===== src/single_quote_json_normalizer_macros.svh =====
// ----------------------------------------------------------------------------
// single_quote_json_normalizer_macros.svh
// Assertion macros for the quote normalizer.
// ----------------------------------------------------------------------------
`ifndef SINGLE_QUOTE_JSON_NORMALIZER_MACROS_SVH
`define SINGLE_QUOTE_JSON_NORMALIZER_MACROS_SVH

`ifndef NO_ASSERTIONS
`define SQJN_ASSERT(lbl, cond) \
    lbl: assert property (@(posedge clk) disable iff (!rst_n) (cond)) \
        else $error("sqjn assertion failed");
`define SQJN_ASSERT_IMPL(lbl, pre, post) \
    lbl: assert property (@(posedge clk) disable iff (!rst_n) (pre) |-> (post)) \
        else $error("sqjn assertion failed");
`define SQJN_ASSERT_NEXT(lbl, pre, post) \
    lbl: assert property (@(posedge clk) disable iff (!rst_n) (pre) |=> (post)) \
        else $error("sqjn assertion failed");
`else
`define SQJN_ASSERT(lbl, cond)
`define SQJN_ASSERT_IMPL(lbl, pre, post)
`define SQJN_ASSERT_NEXT(lbl, pre, post)
`endif

`endif


===== src/sqjn_pkg.sv =====
// ----------------------------------------------------------------------------
// sqjn_pkg
// Shared constants, types and byte classification for the quote normalizer.
// ----------------------------------------------------------------------------
package sqjn_pkg;

    localparam logic [7:0] CH_BACKSLASH = 8'h5C;
    localparam logic [7:0] CH_SQUOTE    = 8'h27;
    localparam logic [7:0] CH_DQUOTE    = 8'h22;
    localparam logic [7:0] CH_UNDER     = 8'h5F;
    localparam logic [7:0] CH_NUL       = 8'h00;

    // output queue
    localparam int QDEPTH = 4;
    localparam int QAW    = $clog2(QDEPTH);
    localparam int QCW    = $clog2(QDEPTH + 1);

    typedef struct packed {
        logic [7:0] data;
        logic       last;
    } res_t;

    // results of one request, num = 0, 1 or 2
    typedef struct packed {
        logic [1:0] num;
        res_t       r0;
        res_t       r1;
    } wr_pair_t;

    typedef struct packed {
        logic [QCW-1:0] count;
    } q_stat_t;

    typedef struct packed {
        logic [7:0] data;
        logic       single_q;
        logic       double_q;
    } conv_t;

    function automatic logic word_byte(input logic [7:0] c);
        word_byte = (c >= 8'h30 && c <= 8'h39) || (c >= 8'h41 && c <= 8'h5A) ||
                    (c >= 8'h61 && c <= 8'h7A) || (c == CH_UNDER);
    endfunction

    // c with raw neighbors p and n, current flags s and d
    function automatic conv_t convert(input logic [7:0] c, input logic [7:0] p,
                                      input logic [7:0] n, input logic s,
                                      input logic d);
        conv_t r;
        r.data     = c;
        r.single_q = s;
        r.double_q = d;
        if (c == CH_SQUOTE && !d)
        begin
            if (s && word_byte(p) && word_byte(n))
            begin
                r.data = CH_SQUOTE;
            end
            else
            begin
                r.single_q = !s;
                r.data     = CH_DQUOTE;
            end
        end
        else if (c == CH_DQUOTE && !s)
        begin
            r.double_q = !d;
            r.data     = CH_DQUOTE;
        end
        convert = r;
    endfunction

endpackage


===== src/sqjn_raw_if.sv =====
// ----------------------------------------------------------------------------
// sqjn_raw_if
// Request channel carrying raw text bytes.
// ----------------------------------------------------------------------------
interface sqjn_raw_if;
    logic       valid;
    logic       ready;
    logic [7:0] byte_in;
    logic       last_in;

    modport source (output valid, output byte_in, output last_in, input ready);
    modport sink   (input valid, input byte_in, input last_in, output ready);
endinterface


===== src/sqjn_norm_if.sv =====
// ----------------------------------------------------------------------------
// sqjn_norm_if
// Request channel carrying normalized text bytes.
// ----------------------------------------------------------------------------
interface sqjn_norm_if;
    logic       valid;
    logic       ready;
    logic [7:0] byte_out;
    logic       last_out;

    modport source (output valid, output byte_out, output last_out, input ready);
    modport sink   (input valid, input byte_out, input last_out, output ready);
endinterface


===== src/single_quote_json_normalizer.sv =====
// Timing: a byte's result is written to the result queue by the request that shows its
//   successor (or that carries last_in), the held byte ahead of the final byte.
// Throughput: one request per cycle while ready is high; each yields up to two results,
//   drained one per cycle while norm.ready is high through a four-entry result queue,
//   which holds ready high up to two entries.
// Reset: rst_n clears the quote flags, the lookahead byte and the queue at once.
// ----------------------------------------------------------------------------
// single_quote_json_normalizer
// Rewrites single-quoted strings in a byte stream as double-quoted strings.
// ----------------------------------------------------------------------------
`include "single_quote_json_normalizer_macros.svh"

module single_quote_json_normalizer (
    input  logic        clk,
    input  logic        rst_n,
    sqjn_raw_if.sink    raw,
    sqjn_norm_if.source norm
);

    sqjn_pkg::wr_pair_t wr;
    sqjn_pkg::q_stat_t  stat;
    logic               space_ok;

    sqjn_core u_core (
        .clk      (clk),
        .rst_n    (rst_n),
        .raw      (raw),
        .space_ok (space_ok),
        .wr       (wr)
    );

    sqjn_outq u_outq (
        .clk      (clk),
        .rst_n    (rst_n),
        .wr       (wr),
        .space_ok (space_ok),
        .stat     (stat),
        .norm     (norm)
    );

    `SQJN_ASSERT(a_count_bound, stat.count <= sqjn_pkg::QCW'(sqjn_pkg::QDEPTH))
    `SQJN_ASSERT_IMPL(a_pair_only_at_end, wr.num == 2'd2, raw.last_in && wr.r1.last)
    `SQJN_ASSERT_NEXT(a_last_emits, raw.valid && raw.ready && raw.last_in, norm.valid)

endmodule


===== src/sqjn_core.sv =====
// ----------------------------------------------------------------------------
// sqjn_core
// Quote state, one-byte lookahead and per-request rewrite decision.
// ----------------------------------------------------------------------------
module sqjn_core (
    input  logic              clk,
    input  logic              rst_n,
    sqjn_raw_if.sink          raw,
    input  logic              space_ok,
    output sqjn_pkg::wr_pair_t wr
);

    logic [7:0] held_byte_reg, held_byte_next;
    logic       held_valid_reg, held_valid_next;
    logic [7:0] prev_reg, prev_next;
    logic       single_reg, single_next;
    logic       double_reg, double_next;

    logic            acc;
    logic            collapse;
    logic [7:0]      prev2;
    logic            s2, d2;
    sqjn_pkg::conv_t cv1, cv2;

    assign raw.ready = space_ok;
    assign acc       = raw.valid && raw.ready;

    assign collapse = held_valid_reg && (held_byte_reg == sqjn_pkg::CH_BACKSLASH) &&
                      single_reg && (raw.byte_in == sqjn_pkg::CH_BACKSLASH ||
                                     raw.byte_in == sqjn_pkg::CH_SQUOTE);

    assign cv1   = sqjn_pkg::convert(held_byte_reg, prev_reg, raw.byte_in,
                                     single_reg, double_reg);
    assign prev2 = held_valid_reg ? held_byte_reg : prev_reg;
    assign s2    = held_valid_reg ? cv1.single_q : single_reg;
    assign d2    = held_valid_reg ? cv1.double_q : double_reg;
    assign cv2   = sqjn_pkg::convert(raw.byte_in, prev2, sqjn_pkg::CH_NUL, s2, d2);

    always_comb
    begin
        held_byte_next  = held_byte_reg;
        held_valid_next = held_valid_reg;
        prev_next       = prev_reg;
        single_next     = single_reg;
        double_next     = double_reg;
        wr              = '0;
        if (acc)
        begin
            if (collapse)
            begin
                wr.num          = 2'd1;
                wr.r0.data      = raw.byte_in;
                wr.r0.last      = raw.last_in;
                prev_next       = raw.byte_in;
                held_valid_next = 1'b0;
            end
            else
            begin
                if (held_valid_reg)
                begin
                    wr.num      = 2'd1;
                    wr.r0.data  = cv1.data;
                    wr.r0.last  = 1'b0;
                    prev_next   = held_byte_reg;
                    single_next = cv1.single_q;
                    double_next = cv1.double_q;
                end
                if (!raw.last_in)
                begin
                    held_byte_next  = raw.byte_in;
                    held_valid_next = 1'b1;
                end
                else if (held_valid_reg)
                begin
                    wr.num     = 2'd2;
                    wr.r1.data = cv2.data;
                    wr.r1.last = 1'b1;
                end
                else
                begin
                    wr.num     = 2'd1;
                    wr.r0.data = cv2.data;
                    wr.r0.last = 1'b1;
                end
            end
            // end of stream clears everything
            if (raw.last_in)
            begin
                held_byte_next  = '0;
                held_valid_next = 1'b0;
                prev_next       = sqjn_pkg::CH_NUL;
                single_next     = 1'b0;
                double_next     = 1'b0;
            end
        end
    end

    always_ff @(posedge clk or negedge rst_n)
    begin
        if (!rst_n)
        begin
            held_byte_reg  <= '0;
            held_valid_reg <= 1'b0;
            prev_reg       <= sqjn_pkg::CH_NUL;
            single_reg     <= 1'b0;
            double_reg     <= 1'b0;
        end
        else
        begin
            held_byte_reg  <= held_byte_next;
            held_valid_reg <= held_valid_next;
            prev_reg       <= prev_next;
            single_reg     <= single_next;
            double_reg     <= double_next;
        end
    end

endmodule


===== src/sqjn_outq.sv =====
// ----------------------------------------------------------------------------
// sqjn_outq
// Small result queue: takes up to two results per cycle, sends one while norm is ready.
// ----------------------------------------------------------------------------
module sqjn_outq (
    input  logic               clk,
    input  logic               rst_n,
    input  sqjn_pkg::wr_pair_t wr,
    output logic               space_ok,
    output sqjn_pkg::q_stat_t  stat,
    sqjn_norm_if.source        norm
);

    localparam int QAW = sqjn_pkg::QAW;
    localparam int QCW = sqjn_pkg::QCW;

    sqjn_pkg::res_t mem [sqjn_pkg::QDEPTH];

    logic [QAW-1:0] wr_ptr_reg, wr_ptr_next;
    logic [QAW-1:0] rd_ptr_reg, rd_ptr_next;
    logic [QCW-1:0] count_reg, count_next;
    logic [QAW-1:0] wr_ptr_p1;
    logic           pop;

    assign wr_ptr_p1     = wr_ptr_reg + QAW'(1);
    assign pop           = norm.valid && norm.ready;
    assign norm.valid    = (count_reg != '0);
    assign norm.byte_out = mem[rd_ptr_reg].data;
    assign norm.last_out = mem[rd_ptr_reg].last;
    assign space_ok      = (count_reg <= QCW'(sqjn_pkg::QDEPTH - 2));
    assign stat.count    = count_reg;

    always_comb
    begin
        wr_ptr_next = wr_ptr_reg + QAW'(wr.num);
        rd_ptr_next = pop ? rd_ptr_reg + QAW'(1) : rd_ptr_reg;
        count_next  = count_reg + QCW'(wr.num) - QCW'(pop);
    end

    always_ff @(posedge clk)
    begin
        if (wr.num != 2'd0)
        begin
            mem[wr_ptr_reg] <= wr.r0;
        end
        if (wr.num == 2'd2)
        begin
            mem[wr_ptr_p1] <= wr.r1;
        end
    end

    always_ff @(posedge clk or negedge rst_n)
    begin
        if (!rst_n)
        begin
            wr_ptr_reg <= '0;
            rd_ptr_reg <= '0;
            count_reg  <= '0;
        end
        else
        begin
            wr_ptr_reg <= wr_ptr_next;
            rd_ptr_reg <= rd_ptr_next;
            count_reg  <= count_next;
        end
    end

endmodule

===== src/flat_wrapper.sv =====
// flat-port wrapper written by rule: the top's interface ports become plain ports
module single_quote_json_normalizer_flat 
  (clk, rst_n, raw_valid, raw_byte_in, raw_last_in, raw_ready, norm_valid, norm_byte_out, norm_last_out, norm_ready);
  sqjn_raw_if raw_i ();
  sqjn_norm_if norm_i ();
  input  logic clk;
  input  logic rst_n;
  input wire logic [$bits(raw_i.valid)-1:0] raw_valid;
  input wire logic [$bits(raw_i.byte_in)-1:0] raw_byte_in;
  input wire logic [$bits(raw_i.last_in)-1:0] raw_last_in;
  output wire logic [$bits(raw_i.ready)-1:0] raw_ready;
  output wire logic [$bits(norm_i.valid)-1:0] norm_valid;
  output wire logic [$bits(norm_i.byte_out)-1:0] norm_byte_out;
  output wire logic [$bits(norm_i.last_out)-1:0] norm_last_out;
  input wire logic [$bits(norm_i.ready)-1:0] norm_ready;
  assign raw_i.valid = raw_valid;
  assign raw_i.byte_in = raw_byte_in;
  assign raw_i.last_in = raw_last_in;
  assign raw_ready = raw_i.ready;
  assign norm_valid = norm_i.valid;
  assign norm_byte_out = norm_i.byte_out;
  assign norm_last_out = norm_i.last_out;
  assign norm_i.ready = norm_ready;
  single_quote_json_normalizer u_core (.clk(clk), .rst_n(rst_n), .raw(raw_i), .norm(norm_i));
endmodule

===== config.mk =====
export PLATFORM = sky130hd
export DESIGN_NAME = single_quote_json_normalizer_flat
export DESIGN_NICKNAME = d
export VERILOG_FILES = /design/src/sqjn_pkg.sv /design/src/sqjn_raw_if.sv /design/src/sqjn_norm_if.sv /design/src/single_quote_json_normalizer.sv /design/src/sqjn_core.sv /design/src/sqjn_outq.sv /design/src/flat_wrapper.sv
export VERILOG_INCLUDE_DIRS = /design/src /design/src/src
export SDC_FILE = /design/constraint.sdc
export NUM_CORES = 1
export LEC_CHECK = 0
export BUFFER_PORTS_ARGS = -buffer_cell sky130_fd_sc_hd__buf_2
export CORE_ASPECT_RATIO = 1.25
export CORE_UTILIZATION = 25
export CTS_CLUSTER_DIAMETER = 40
export DETAILED_ROUTE_END_ITERATION = 8
export PLACE_DENSITY = 0.46
export SYNTH_ARGS = -nofsm -noshare
export SYNTH_HDL_FRONTEND = slang
export SYNTH_SLANG_ARGS = --single-unit

===== constraint.sdc =====
create_clock -name clk -period 4.04 [get_ports clk]
set_input_delay 0.808 -clock clk [delete_from_list [all_inputs] [get_ports clk]]
set_output_delay 0.808 -clock clk [all_outputs]
set_load 0.05 [all_outputs]

* Word level (Yosys, flattened, before mapping)
Memory sizes are Yosys's and may differ from the RTL's.
Index checks and enable logic that the tools add are counted.
** Word-level totals
- Output and inout bits :: 11
- Memories kept :: 1
- Memory bits (writable) :: 36
- Logic and storage cells :: 104
- Flip-flop bits (word level) :: 26
- Bits of input ports :: 13
** Cells by class
- Equality and inequality tests :: 10
- Reduce and logical (&&, ||, !) cells :: 33
- Order comparisons :: 13
- Multiplexer cells :: 34
- Add/subtract/negate cells :: 5
** Memories
- u_core.u_outq.mem :: depth 4, width 9, rd ports 1, clocked after Yosys merged registers in 0, write ports 2, line sqjn_outq.sv:17 : sqjn_pkg::res_t mem [sqjn_pkg::QDEPTH];
** Operators by type and width (count)
- two-way mux 8 bit :: 9
- two-way mux 20 bit :: 2
- == test 8 x 6 -> 1 bit, second input constant :: 4
- == test 8 x 7 -> 1 bit, second input constant :: 4
- greater-or-equal comparator 8 x 7 -> 1 bit, second input constant :: 4
- less-or-equal comparator 8 x 7 -> 1 bit, second input constant :: 4
- two-way mux 9 bit :: 3
- logical AND 1 bit :: 17
- greater-or-equal comparator 8 x 6 -> 1 bit, second input constant :: 2
- less-or-equal comparator 8 x 6 -> 1 bit, second input constant :: 2
- two-way mux 1 bit :: 16
- two-way mux 11 bit :: 1
- two-way mux 10 bit :: 1
- logical OR 1 bit :: 7
- nonzero test 3 bit :: 2
- adder 2 x 1 -> 2 bit, second input constant :: 2
- zero test 1 bit :: 4
- AND reduction 2 bit :: 2
- adder 3 x 2 -> 3 bit :: 1
- less-or-equal comparator 3 x 2 -> 1 bit, second input constant :: 1
- two-way mux 3 bit :: 1
- subtractor 3 x 1 -> 3 bit :: 1
- adder 2 bit :: 1
- == test 2 bit, second input constant :: 1
- 3 further kinds :: 3

* Longest topological paths before layout
- Depth after elaboration :: 21
- Depth in mapped cells :: 13
- Depth with buffers taken out :: 11

* Hierarchy
A second synthesis with hierarchy kept.
** Unflattened totals
- Cells, all modules :: 295
- Area total of the unflattened synthesis :: 3594.7 µm²
** Modules (own cells, without submodules)
- sqjn_outq :: instances 1, cells an instance 128, area each 2187.1 µm², seq. area each 1256.2 µm²
- sqjn_core :: instances 1, cells an instance 167, area each 1407.6 µm², seq. area each 475.5 µm²

* Worst setup path after synthesis
OpenSTA, ideal clock, no wires.
- Path kind :: flip-flop to flip-flop
- Start point :: reg u_core.u_outq.count_reg[1], in the netlist u_core.u_outq.stat[1]
- End point :: reg u_core.u_outq.count_reg[2], in the netlist u_core.u_outq.stat[2]
- Buffers on the path :: 2
- Setup time :: 123 ps
- Data arrival time :: 3263 ps
- Clock period less this slack :: 3386 ps
- Setup slack :: 654 ps
- Cell stages (with the launch flop) :: 13
- Required time :: 3917 ps
- Cell sequence :: dfrtp_1 -> a21oi_1 -> and2_1 -> clkbuf_1 -> buf_1 -> o21ai_0 -> ha_1 -> inv_1 -> ha_1 -> inv_1 -> fa_1 -> xor2_1 -> xnor2_1
** Between the ends
- Longest elaborated chain between the ends :: 5
- Elaborated cells on any way between the ends :: 7
- Those cells by class :: add/sub (2); order compare (1); mux (1); reduce/logical (3)
** RTL lines
- from (decl) :: line sqjn_outq.sv:21 : logic [QCW-1:0] count_reg, count_next;
- from (signal assigned) :: line sqjn_outq.sv:64 : count_reg <= count_next;
- less-or-equal comparator 3 x 2 -> 1 bit :: line sqjn_outq.sv:30 : assign space_ok = (count_reg <= QCW'(sqjn_pkg::QDEPTH - 2));
- net raw_ready :: line flat_wrapper.sv:11 : output wire logic [$bits(raw_i.ready)-1:0] raw_ready;
- logical AND 1 bit :: line sqjn_core.sv:26 : assign acc = raw.valid && raw.ready;
- two-way mux 20 bit :: line sqjn_core.sv:47 : if (acc)
- adder 3 x 2 -> 3 bit :: line sqjn_outq.sv:37 : count_next = count_reg + QCW'(wr.num) - QCW'(pop);
- subtractor 3 x 1 -> 3 bit :: line sqjn_outq.sv:37
- net u_core.u_outq.count_next[2] :: line sqjn_outq.sv:21
The timed path passes the listed nets, and every way through them passes these cells.
A chain may end at the register's enable or synchronous reset.

==> impl_metrics.ini <==
[cts]
post_cts_resized = 0
cts.clk_slew.worst_paths_ns = 0.06
h-tree-depth = 3
numClockSinks = 62
cts_setup_buffers = 0
tritoncts = yes
clkLatencyLatePin_ns = 0.33
root_buffer = clkbuf_16
cts_hold_buf = 0
clockBufferDepth = 2
numCtsBuffers = 9

[routing]
drt_first_pass_iters = 4
final_antenna_net_count = 0
vias_per_cell = 5.11
first_iter_violations = 212
drt-total-wl_mm = 9.23
wire_per_inst_um = 17.4
drc = 0
dr_total_vias = 2720

[grt]
grt_max_degree = 27
grt_overflow = 0
antenna_found_initial = 0
grt_pass1_vias = 2723
grt_usage_pct = 13.8
grt_pass1_wl_mm = 14.7

[placed_design]
dp_cells = 516
pre_cts_slack_ns = 0.634
place.gp.congestion = 0.848
dp_hpwl_mm = 6.76
io_buffers = 23

[status]
status = completed

[hold_path]
min_path_type = input port to asynchronous set/reset pin

[synthesis]
netlist_top_cells_area = edfxtp_1 31%, dfrtp_1 19%, mux4_2 5.8%, nand2_1 5.5%, o21ai_0 4.9%
ys_ff_latch = 62
synth_top_area_share_pct = 31.0
yosysUniqueCellTypes = 53
syn-cell-area_um2 = 3490
ys.flop_type = edfxtp_1
synth_edf_count = 36
yosys_warnings = 0
ys_seq_area_share_pct = 49.7
synth.largest_area_cell = edfxtp_1
synth_fp_nets = 351
synth_area_per_cell_um2 = 10.6
syn_inst = 330
async_flop_share_pct = 41.9

[sta]
slew_headroom_pct = 51.9
setup_ws_ns = 0.964
slew_violations = 0
period_minus_slack_ns = 3.08
max_clock_freq_ghz = 0.325
tightestPinTransition_ns = 0.714
hold-worst-slack_ns = 0.489
final-setup-viol-count = 0
rsz0062_at_grt = false
hold_viol = 0
setup-tns-final_ns = 0
skew_ns = 0.0124
period_share_pct = 76.1

[die]
die_h_um = 134
core.rowCount = 47
initial_core_util_pct = 26.0
ioPinCount = 24
die_w_um = 108
dieArea_um2 = 14400
core-area_um2 = 13400

[finish]
nets = 377
antenna_cells = 0
area_delta_synth_final_pct = 17.8
instances_no_fill = 532
largest_register_ffs = 36
nFillCells = 1372
layout-drive-gt1-share_pct = 18.3
fin_util_pct = 30.6

[critical_path]
path_cells = inv_1 -> ha_1 -> nand2b_1 -> or4_1 -> o21ai_0 -> buf_4
r2r_setup_slack_ns = 0.96
worstPathArrival_ns = 3.10
critPathKind = register to register
end_kind = register
r2r_end = u_core.u_outq.mem[2][6]$_DFFE_PP_
crit_path_max_incr_delay_ns = 0.75
crit_buf_inv = 2
rr_worst_depth = 6
path_max_fanout = 15
worstReg2RegStart = u_core.u_core.held_valid_reg$_DFFE_PN0P_
crit_family = simple AND/OR/NAND/NOR gates
worstPathRequired_ns = 4.06
crit_slowest_cell = or4_1
start_kind = register

[power_and_ir_drop]
peakVddDrop_v = 0.000278
p_per_area_nw_per_um2 = 680
leakagePower_nw = 1.55

[flow_run]
maxCapViolCount = 0
## cells in the mapped netlist (4+ instances only)
| master | count |
|---|---|
| a21oi_1 | 15 |
| a22o_1 | 8 |
| a31oi_1 | 10 |
| buf_2 | 9 |
| clkbuf_1 | 8 |
| dfrtp_1 | 26 |
| edfxtp_1 | 36 |
| ha_1 | 7 |
| inv_1 | 8 |
| mux2i_1 | 8 |
| mux4_2 | 9 |
| nand2_1 | 51 |
| nand2b_1 | 4 |
| nand3_1 | 10 |
| nor2_1 | 10 |
| nor3_1 | 5 |
| nor4_1 | 8 |
| nor4b_1 | 4 |
| o21ai_0 | 34 |
| o31ai_1 | 5 |
| or4_1 | 6 |
## stage by stage
step,instance area [um2],power [W]
3_5_place_dp,3820,0.00207
6_report,4110,0.00279
3_3_place_gp,3820,0.00205
4_1_cts,4110,0.00283
2_1_floorplan,3490,0.00177
5_1_grt,4110,0.00297
## layout make-up
cell class | count | area (um2) | area share (%)
Timing Repair Buffer | 35 | 205 | 5.00
Clock buffer | 14 | 254 | 6.18
Clock inverter | 2 | 35.0 | 0.853
Tap cell | 171 | 214 | 5.21
Sequential cell | 62 | 1730 | 42.2
Inverter | 9 | 33.8 | 0.822
Multi-Input combinational cell | 239 | 1630 | 39.8
## how the worst max path moves through the flow
stage,slack [ns],cells past startpoint,to,startpoint
6_report,0.96,6,u_core.u_outq.mem[2][6]$_DFFE_PP_,u_core.u_core.held_valid_reg$_DFFE_PN0P_
5_1_grt,0.81,10,u_core.u_outq.stat[2]$_DFF_PN0_,u_core.u_core.held_byte_reg[0]$_DFFE_PN0P_
4_1_cts,0.97,10,u_core.u_outq.stat[2]$_DFF_PN0_,u_core.u_core.held_byte_reg[0]$_DFFE_PN0P_
3_5_place_dp,0.63,11,u_core.u_outq.stat[2]$_DFF_PN0_,raw_byte_in[6]
3_3_place_gp,0.65,11,u_core.u_outq.stat[2]$_DFF_PN0_,raw_byte_in[6]
2_1_floorplan,0.65,12,u_core.u_outq.stat[2]$_DFF_PN0_,u_core.u_outq.stat[1]$_DFF_PN0_
## cells by family after synthesis
logic type               share of synthesized area, %
XOR/XNOR                                         1.51
adder cells (fa/ha/maj)                          3.09
flip-flops                                       49.7
buffers and inverters                            3.45
AO/OA/AOI/OAI                                    15.7
AND/OR/NAND/NOR                                  17.8
multiplexers                                     8.76
## cells in the final DEF (no fill, tap or decap), drive strengths merged, types with 3 or more instances in the layout
master | synthesis | routed
nand2b | 4 | 4
xor2 | 3 | 3
xnor2 | 3 | 3
and3 | 3 | 3
inv | 8 | 8
mux4 | 9 | 9
a22o | 8 | 8
nor4b | 4 | 4
mux2i | 8 | 8
dfrtp | 26 | 26
o21ai | 35 | 35
nand4 | 3 | 3
edfxtp | 36 | 36
nand2 | 51 | 51
a21oi | 16 | 16
nand3 | 11 | 11
and4b | 3 | 3
nor3 | 5 | 5
a31oi | 10 | 10
or4 | 6 | 6
clkbuf | 8 | 14
nor4 | 8 | 8
nor2 | 11 | 11
o31ai | 5 | 5
ha | 7 | 7
buf | 12 | 35
## per-layer routing
layer | share of wire, % | global-route usage, % | routed length [um] | vias up
met2 | 53 | 24.3 | 4900 | 57
li1 | - | - | - | 1306
met4 | 2.5 | 7.00 | 235 | 0
met3 | 3.1 | 2.82 | 286 | 16
met1 | 41 | 15.5 | 3810 | 1341
met5 | 0 | 0 | 0 | -
## where the power goes
part | switching (W) | total [W] | leakage, nW | internal, W
logic | 0.000623 | 0.000995 | 0.738 | 0.000372
registers | 0.000199 | 0.00104 | 0.671 | 0.000844
clock network | 0.000261 | 0.000754 | 0.141 | 0.000493
total | 0.00108 | 0.00279 | 1.55 | 0.00171
(Power assumes the default switching activity.)
